### src/pf_pkg.sv
// pf_pkg: shared types, codes and helper functions of the Playfair encrypt block.
// Used by playfair_encrypt. Depends on nothing else.
package pf_pkg;

	// Square geometry
	localparam int GRID_SIDE = 5;
	localparam int CELLS     = GRID_SIDE * GRID_SIDE;
	localparam int LETTER_W  = 5;   // letter index 0..24
	localparam int POS_W     = 5;   // square position 0..24
	localparam int RC_W      = 3;   // row or column 0..4

	// Letter index of X in the alphabet without J, used as pad
	localparam logic [LETTER_W-1:0] PAD_LETTER = 5'd22;
	// Letter index of K, first letter after the J gap
	localparam logic [LETTER_W-1:0] AFTER_J_IDX = 5'd9;

	// ASCII codes
	localparam logic [7:0] CH_SPACE = 8'h20;
	localparam logic [7:0] CH_A     = 8'h41;
	localparam logic [7:0] CH_I     = 8'h49;
	localparam logic [7:0] CH_J     = 8'h4A;
	localparam logic [7:0] CH_Z     = 8'h5A;
	localparam logic [7:0] CH_LA    = 8'h61;
	localparam logic [7:0] CH_LZ    = 8'h7A;
	localparam logic [7:0] CASE_GAP = 8'h20;
	localparam logic [6:0] ASC_A    = 7'h41;

	// Action codes of an input beat
	typedef enum logic [1:0] {
		ACT_KEY    = 2'd0,
		ACT_FINISH = 2'd1,
		ACT_PLAIN  = 2'd2,
		ACT_NONE   = 2'd3
	} action_t;

	// Sequencer states
	typedef enum logic [3:0] {
		S_IDLE,
		S_FILL,
		S_POSA,
		S_POSB,
		S_CALC,
		S_SQ1,
		S_SQ2,
		S_EMIT1,
		S_EMIT2
	} state_t;

	// Channel beats
	typedef struct packed {
		logic [1:0] action;
		logic [7:0] char_code;
		logic       last;
	} in_beat_t;

	typedef struct packed {
		logic [6:0] cipher_char;
		logic       pair_end;
		logic       error;
	} out_beat_t;

	typedef struct packed {
		logic                ok;
		logic [LETTER_W-1:0] idx;
	} letter_t;

	typedef struct packed {
		logic [RC_W-1:0] row;
		logic [RC_W-1:0] col;
	} rc_t;

	// Byte to letter index: fold case, fold J to I, skip the J gap
	function automatic letter_t letter_index(logic [7:0] code);
		letter_t    li;
		logic [7:0] c;
		c = code;
		if (c inside {[CH_LA:CH_LZ]})
			c = c - CASE_GAP;
		li.ok = (c inside {[CH_A:CH_Z]});
		if (c == CH_J)
			c = CH_I;
		li.idx = LETTER_W'(c - CH_A - ((c > CH_J) ? 8'd1 : 8'd0));
		return li;
	endfunction

	// Letter index to upper-case ASCII
	function automatic logic [6:0] letter_ascii(logic [LETTER_W-1:0] idx);
		return ASC_A + 7'(idx) + ((idx >= AFTER_J_IDX) ? 7'd1 : 7'd0);
	endfunction

	// Square position to row and column
	function automatic rc_t pos_split(logic [POS_W-1:0] pos);
		rc_t rc;
		rc.row = '0;
		for (int r = 1; r < GRID_SIDE; r++) begin
			if (pos >= POS_W'(r * GRID_SIDE))
				rc.row = RC_W'(r);
		end
		rc.col = RC_W'(pos - POS_W'(rc.row * GRID_SIDE));
		return rc;
	endfunction

	// Row and column to square position
	function automatic logic [POS_W-1:0] pos_join(logic [RC_W-1:0] row, logic [RC_W-1:0] col);
		return POS_W'(row * GRID_SIDE) + POS_W'(col);
	endfunction

	// Step one row or column with wrap-around
	function automatic logic [RC_W-1:0] wrap_inc(logic [RC_W-1:0] v);
		return (v == RC_W'(GRID_SIDE - 1)) ? '0 : v + RC_W'(1);
	endfunction

endpackage

### src/pf_ram.sv
// pf_ram: generic single-write, single-read RAM with registered read data.
// Stand-alone; holds the key square and the letter position tables.
module pf_ram #(
	parameter int WIDTH  = 5,
	parameter int DEPTH  = 25,
	parameter int ADDR_W = (DEPTH > 1) ? $clog2(DEPTH) : 1
) (
	input  logic              clk,
	input  logic              wr_en,
	input  logic [ADDR_W-1:0] wr_addr,
	input  logic [WIDTH-1:0]  wr_data,
	input  logic [ADDR_W-1:0] rd_addr,
	output logic [WIDTH-1:0]  rd_data
);

	logic [WIDTH-1:0] mem [DEPTH];

	// write port
	always_ff @(posedge clk) begin
		if (wr_en)
			mem[wr_addr] <= wr_data;
	end

	// registered read port
	always_ff @(posedge clk) begin
		rd_data <= mem[rd_addr];
	end

endmodule

### src/playfair_encrypt.sv
// playfair_encrypt: builds a 5x5 Playfair key square and encrypts letter pairs.
// Key byte or held letter: handled on the beat itself; rejected byte: error beat out the next cycle.
// Finish: the beat, then one alphabet letter checked per cycle and placed if not yet used.
// Letter that completes a pair: two reads in turn from each table RAM, then the two results
// out in order, each held while the output stalls; next beat taken once both are out.
// Reset (arst_n, async) clears control state; table RAM contents are not cleared.
module playfair_encrypt (
	input  logic              clk,
	input  logic              arst_n,
	input  logic              plain_valid,
	output logic              plain_stall,
	input  pf_pkg::in_beat_t  plain_beat,
	output logic              cipher_valid,
	input  logic              cipher_stall,
	output pf_pkg::out_beat_t cipher_beat
);
	import pf_pkg::*;

	state_t              state_q, state_d;
	logic                square_ready_q;
	logic [CELLS-1:0]    letter_used_q;
	logic [POS_W-1:0]    fill_cnt_q;
	logic [LETTER_W-1:0] fill_idx_q;
	logic [LETTER_W-1:0] held_q;
	logic                holding_q;
	logic                out_valid_q;
	out_beat_t           out_q;

	logic [LETTER_W-1:0] a_q, b_q;
	logic [POS_W-1:0]    pa_q, p1_q, p2_q;
	logic [LETTER_W-1:0] l1_q;

	logic                accept, out_free;
	letter_t             lx;
	logic                place_en;
	logic [LETTER_W-1:0] place_letter;
	logic                go_fill, go_pair, hold_set, err_res;
	logic [LETTER_W-1:0] pair_a, pair_b;
	logic                out_load;
	out_beat_t           out_d;
	logic [LETTER_W-1:0] pos_rd_addr;
	logic [POS_W-1:0]    pos_rdata;
	logic [POS_W-1:0]    sq_rd_addr;
	logic [LETTER_W-1:0] sq_rdata;
	rc_t                 rca, rcb;
	logic [POS_W-1:0]    p1_d, p2_d;

	assign accept   = plain_valid && !plain_stall;
	assign out_free = !out_valid_q || !cipher_stall;
	assign lx       = letter_index(plain_beat.char_code);

	// one beat at a time, taken only when idle with the result slot empty
	assign plain_stall  = (state_q != S_IDLE) || out_valid_q;
	assign cipher_valid = out_valid_q;
	assign cipher_beat  = out_q;

	// table RAMs: letter at each position, position of each letter
	pf_ram #(.WIDTH(LETTER_W), .DEPTH(CELLS)) u_sq_ram (
		.clk     (clk),
		.wr_en   (place_en),
		.wr_addr (fill_cnt_q),
		.wr_data (place_letter),
		.rd_addr (sq_rd_addr),
		.rd_data (sq_rdata)
	);

	pf_ram #(.WIDTH(POS_W), .DEPTH(CELLS)) u_pos_ram (
		.clk     (clk),
		.wr_en   (place_en),
		.wr_addr (place_letter),
		.wr_data (fill_cnt_q),
		.rd_addr (pos_rd_addr),
		.rd_data (pos_rdata)
	);

	// pair geometry: same row, same column or rectangle
	always_comb begin
		rca = pos_split(pa_q);
		rcb = pos_split(pos_rdata);
		if (rca.row == rcb.row) begin
			p1_d = pos_join(rca.row, wrap_inc(rca.col));
			p2_d = pos_join(rcb.row, wrap_inc(rcb.col));
		end else if (rca.col == rcb.col) begin
			p1_d = pos_join(wrap_inc(rca.row), rca.col);
			p2_d = pos_join(wrap_inc(rcb.row), rcb.col);
		end else begin
			p1_d = pos_join(rca.row, rcb.col);
			p2_d = pos_join(rcb.row, rca.col);
		end
	end

	// next state
	always_comb begin
		state_d = state_q;
		case (state_q)
			S_IDLE: begin
				if (go_fill)
					state_d = S_FILL;
				else if (go_pair)
					state_d = S_POSA;
			end
			S_FILL: begin
				if (fill_idx_q == LETTER_W'(CELLS - 1))
					state_d = S_IDLE;
			end
			S_POSA:  state_d = S_POSB;
			S_POSB:  state_d = S_CALC;
			S_CALC:  state_d = S_SQ1;
			S_SQ1:   state_d = S_SQ2;
			S_SQ2:   state_d = S_EMIT1;
			S_EMIT1: if (out_free) state_d = S_EMIT2;
			S_EMIT2: if (out_free) state_d = S_IDLE;
			default: state_d = S_IDLE;
		endcase
	end

	// beat decode and sequencer outputs
	always_comb begin
		place_en     = 1'b0;
		place_letter = lx.idx;
		go_fill      = 1'b0;
		go_pair      = 1'b0;
		hold_set     = 1'b0;
		err_res      = 1'b0;
		pair_a       = held_q;
		pair_b       = lx.idx;
		out_load     = 1'b0;
		out_d        = '0;
		pos_rd_addr  = (state_q == S_POSA) ? a_q : b_q;
		sq_rd_addr   = (state_q == S_SQ1) ? p1_q : p2_q;
		case (state_q)
			S_IDLE: begin
				if (accept) begin
					case (plain_beat.action)
						ACT_KEY: begin
							if (square_ready_q)
								err_res = 1'b1;
							else if (plain_beat.char_code == CH_SPACE)
								err_res = 1'b0;
							else if (!lx.ok)
								err_res = 1'b1;
							else
								place_en = !letter_used_q[lx.idx] &&
									(fill_cnt_q < POS_W'(CELLS));
						end
						ACT_FINISH: go_fill = !square_ready_q;
						ACT_PLAIN: begin
							if (!square_ready_q || !lx.ok) begin
								err_res = 1'b1;
							end else if (holding_q) begin
								go_pair = 1'b1;
							end else if (plain_beat.last) begin
								go_pair = 1'b1;
								pair_a  = lx.idx;
								pair_b  = PAD_LETTER;
							end else begin
								hold_set = 1'b1;
							end
						end
						default: ;
					endcase
				end
				if (err_res) begin
					out_load    = 1'b1;
					out_d.error = 1'b1;
				end
			end
			S_FILL: begin
				place_letter = fill_idx_q;
				place_en     = !letter_used_q[fill_idx_q] && (fill_cnt_q < POS_W'(CELLS));
			end
			S_EMIT1: begin
				out_load          = out_free;
				out_d.cipher_char = letter_ascii(l1_q);
			end
			S_EMIT2: begin
				out_load          = out_free;
				out_d.cipher_char = letter_ascii(sq_rdata);
				out_d.pair_end    = 1'b1;
			end
			default: ;
		endcase
	end

	// control registers
	always_ff @(posedge clk or negedge arst_n) begin
		if (!arst_n) begin
			state_q        <= S_IDLE;
			square_ready_q <= 1'b0;
			letter_used_q  <= '0;
			fill_cnt_q     <= '0;
			fill_idx_q     <= '0;
			held_q         <= '0;
			holding_q      <= 1'b0;
			out_valid_q    <= 1'b0;
		end else begin
			state_q <= state_d;
			if (place_en) begin
				letter_used_q[place_letter] <= 1'b1;
				fill_cnt_q                  <= fill_cnt_q + POS_W'(1);
			end
			if (hold_set) begin
				held_q    <= lx.idx;
				holding_q <= 1'b1;
			end else if (go_pair) begin
				holding_q <= 1'b0;
			end
			if (state_q == S_FILL) begin
				if (fill_idx_q == LETTER_W'(CELLS - 1)) begin
					fill_idx_q     <= '0;
					square_ready_q <= 1'b1;
					holding_q      <= 1'b0;
					held_q         <= '0;
				end else begin
					fill_idx_q <= fill_idx_q + LETTER_W'(1);
				end
			end
			if (out_load)
				out_valid_q <= 1'b1;
			else if (!cipher_stall)
				out_valid_q <= 1'b0;
		end
	end

	// datapath registers
	always_ff @(posedge clk) begin
		if (go_pair) begin
			a_q <= pair_a;
			b_q <= pair_b;
		end
		if (state_q == S_POSB)
			pa_q <= pos_rdata;
		if (state_q == S_CALC) begin
			p1_q <= p1_d;
			p2_q <= p2_d;
		end
		if (state_q == S_SQ2)
			l1_q <= sq_rdata;
		if (out_load)
			out_q <= out_d;
	end

	// checks
	a_fill_bound: assert property (@(posedge clk) disable iff (!arst_n)
		fill_cnt_q <= POS_W'(CELLS))
		else $error("fill count past square size");

	a_ready_sticky: assert property (@(posedge clk) disable iff (!arst_n)
		square_ready_q |=> square_ready_q)
		else $error("square ready dropped");

	a_fill_complete: assert property (@(posedge clk) disable iff (!arst_n)
		(state_q == S_FILL && fill_idx_q == LETTER_W'(CELLS - 1)) |=>
			(&letter_used_q && fill_cnt_q == POS_W'(CELLS)))
		else $error("square not full after finish");

	a_cipher_needs_key: assert property (@(posedge clk) disable iff (!arst_n)
		(out_valid_q && !out_q.error) |-> square_ready_q)
		else $error("cipher letter before square ready");

	a_emit_order: assert property (@(posedge clk) disable iff (!arst_n)
		(state_q == S_EMIT2) |-> ($past(state_q) == S_EMIT1 || $past(state_q) == S_EMIT2))
		else $error("second pair letter out of order");

endmodule
### config.mk
export PLATFORM = sky130hd
export DESIGN_NAME = playfair_encrypt
export DESIGN_NICKNAME = d
export VERILOG_FILES = /design/src/pf_pkg.sv /design/src/pf_ram.sv /design/src/playfair_encrypt.sv
export SDC_FILE = /design/constraint.sdc
export NUM_CORES = 1
export LEC_CHECK = 0
export BUFFER_PORTS_ARGS = -buffer_cell sky130_fd_sc_hd__buf_2
export CORE_UTILIZATION = 60
export CTS_CLUSTER_SIZE = 24
export DETAILED_ROUTE_END_ITERATION = 7
export PLACE_DENSITY = 0.77
export REMOVE_ABC_BUFFERS = 1
export SLEW_MARGIN = 20
export SYNTH_ARGS = -nofsm -noshare
export SYNTH_HDL_FRONTEND = slang
export SYNTH_HIERARCHICAL = 1
export SYNTH_SLANG_ARGS = --single-unit
### constraint.sdc
create_clock -name clk -period 5.2 [get_ports clk]
set_input_delay 0.52 -clock clk [delete_from_list [all_inputs] [get_ports clk]]
set_output_delay 0.52 -clock clk [all_outputs]
set_load 0.03 [all_outputs]
==> results.cfg <==
[outcome]
run_status = complete, no violations

[global_route]
grt_pass1_vias = 9758
antenna_found_initial = 0
track_usage = 0.251
grt_pass1_wl_um = 53700
grt_max_degree = 48
gr-total-overflow = 0

[synth]
synthCells = 1132
synthAdderAreaFrac = 0.0445
synth_xor_area_frac = 0.0145
synth-edff-count = 289
synth_top_area_frac = 0.533
yosysWarnings = 6
synth-main-ff-cell = edfxtp_1
async_flop_share = 0.136
synth_area_leaders = edfxtp_1 53%, mux4_2 7.8%, dfrtp_1 7.2%
avgSynthCellArea_um2 = 14.4
synth_top_family_by_area = multiplexers
ys_types = 84
ys_seq_elements = 346
synth_top_area_cell = edfxtp_1
yosysMostFrequentCell = edfxtp_1
synth.mux.area_fraction = 0.120
synth_compound_gate_area_share = 0.0732
yosysSeqAreaShare = 0.618
synth-simple-area-share = 0.103
synth_common_cells = 289 x edfxtp_1, 114 x nor2_1, 70 x nand2_1
syn_area_um2 = 16300

[floorplanning]
start_util = 0.617
rows = 59
ioPinCount = 26
die_y_um = 167
die_w_um = 167
die_area_um2 = 27800
core_um2 = 26400

[flow_run]
cap_violations = 0

[finish]
fin_util = 0.683
seqCellArea_um2 = 10100
layout-drive-gt1-share = 0.187
multi_input_area_um2 = 5800
n_fill_cell = 1761
antenna_cells = 0
nets = 1266
syn2layout_area_growth_pct = 10.6

[clock_network]
cts.sinks = 346
cts_buffer_depth = 3
numCtsBuffers = 34
cts_hold_buf = 0
clock_latency_ns = 0.52
cts_setup_buffers = 0
cts_tree = yes
clk_pin_slew_ns = 0.07
htree_levels = 2
cts_resized = 0
cts_root_buf = clkbuf_16

[detailed_routing]
highest_layer = met4
vias_per_cell = 6.26
first_pass_iters = 7
wl_met3_um = 2020
wl_met2_um = 16400
drc = 0
wl_per_cell_um = 21.4
drtIter0Drc = 820
routed_wl_um = 33400
final_antenna_net_count = 0
vias = 9756
wl_met1_um = 14100

[timing]
slew_headroom = 0.312
rsz0062_at_grt = no
finalCritPeriodShare = 0.938
max_freq_mhz = 205
min_period_ns = 4.88
slew_violations = 0
worstMarginPinSlew_ns = 1.03
hold_violations = 0
setup_tns_ns = 0
fin_skew_ns = 0.0314
finalSetupViolCount = 0

[worst_setup_path]
cp-endpoint = u_pos_ram/mem[9][3]
critPathKind = input pin to register
rrSetupSlack_ns = 0.76
critical_path_arrival_ns = 5.05
end_kind = register
startpoint = plain_beat[1]
worstSetupStartpointType = input pin
r2r_start = pa_q[3]
cp_max_fo = 13
crit_required_ns = 5.37
r2r_end = p1_q[4]
reg2reg_depth = 16

[place]
dp_hpwl_um = 22500
port_buffers = 25
place.gp.congestion = 0.870

[pwr]
power.leakage_nw = 6.67
powerDensity_nw_per_um2 = 595
ir_worst_vdd_uv = 634

[worst_hold_path]
min_path_type = input pin to asynchronous set/reset pin
kinds of logic after synthesis:
family	count (synthesis)
buffers and inverters	87
AOI/OAI and AO/OA	175
and+or+nand+nor	330
adders and majority gates	53
muxes	118
xor gates and xnor gates	23
DFF	346
registers in the layout, summed over array words and instances (netlist names):
| name | flops |
|---|---|
| p1_q | 5 |
| state_q | 4 |
| fill_cnt_q | 5 |
| held_q | 5 |
| l1_q | 5 |
| letter_used_q | 25 |
| pa_q | 5 |
| cipher_valid | 1 |
| u_sq_ram/mem | 125 |
| u_sq_ram/rd_data | 5 |
| cipher_beat | 9 |
| square_ready_q | 1 |
| p2_q | 5 |
| u_pos_ram/mem | 125 |
| u_pos_ram/rd_data | 5 |
| a_q | 5 |
| holding_q | 1 |
| b_q | 5 |
| fill_idx_q | 5 |
cell usage in the layout, fill, tap and decap left out, types with 27 or more instances in the layout:
| master | synthesis | final |
|---|---|---|
| clkbuf_16 | 0 | 35 |
| nand2_1 | 70 | 70 |
| mux4_2 | 56 | 56 |
| buf_4 | 2 | 48 |
| a21oi_1 | 35 | 33 |
| mux2i_1 | 41 | 41 |
| nand3_1 | 28 | 28 |
| edfxtp_1 | 289 | 289 |
| nor2_1 | 114 | 114 |
| o21ai_0 | 27 | 27 |
| dfrtp_1 | 47 | 47 |
| inv_1 | 42 | 42 |
| ha_1 | 45 | 45 |
worst max-delay path, cell delays in order:
cell      delay, ns
buf_2          0.13
or4_4          0.54
o22a_1         0.25
a32oi_1        0.21
o221a_2        0.21
nor3_1         0.06
ha_1           0.43
mux4_1         0.59
mux4_2         0.47
nor4_1         0.32
a311o_2        0.27
buf_4          0.27
nand3b_1       0.31
nor2_1         0.45
cell type report:
| cell class | count | share of cell area |
|---|---|---|
| repair buffers | 73 | 0.0270 |
| flip-flops and latches | 346 | 0.559 |
| clock inverters | 19 | 0.00869 |
| well taps | 335 | 0.0233 |
| clock buffers | 43 | 0.0504 |
| inverters | 44 | 0.00918 |
| multi-input cells | 699 | 0.323 |
power breakdown:
part	internal, mW	total (mW)	switching, mW
clock network	1.34	2.33	0.988
logic	1.81	4.45	2.65
registers	3.67	3.93	0.257
stage by stage:
step	hold slack (ns)	instances	power [mW]	worst slack, ns	area, um2
after detailed placement	0.440	1497	8.43	-0.222	16900
after global routing	0.138	1559	11.4	0.0963	18000
after floorplan	0.224	1089	7.10	-0.0546	16000
after global placement	0.435	1497	8.29	-0.0975	16900
final	0.0675	1559	10.7	0.322	18000
after CTS	0.112	1559	10.8	0.320	18000
layer usage:
metal | vias up | GRT usage
met1 | 4863 | 0.349
li1 | 4455 | -
met5 | - | 0
met4 | 0 | 0.0845
met2 | 373 | 0.415
met3 | 65 | 0.0316
how the worst min path moves through the flow:
stage | endpoint | slack (ns)
final | state_q[2] | 0.07
after global routing | cipher_valid | 0.14
after CTS | state_q[2] | 0.11
after detailed placement | l1_q[0] | 0.44
after global placement | l1_q[0] | 0.44
after floorplan | cipher_valid | 0.22
No activity file was read; power rests on OpenSTA's default activity.
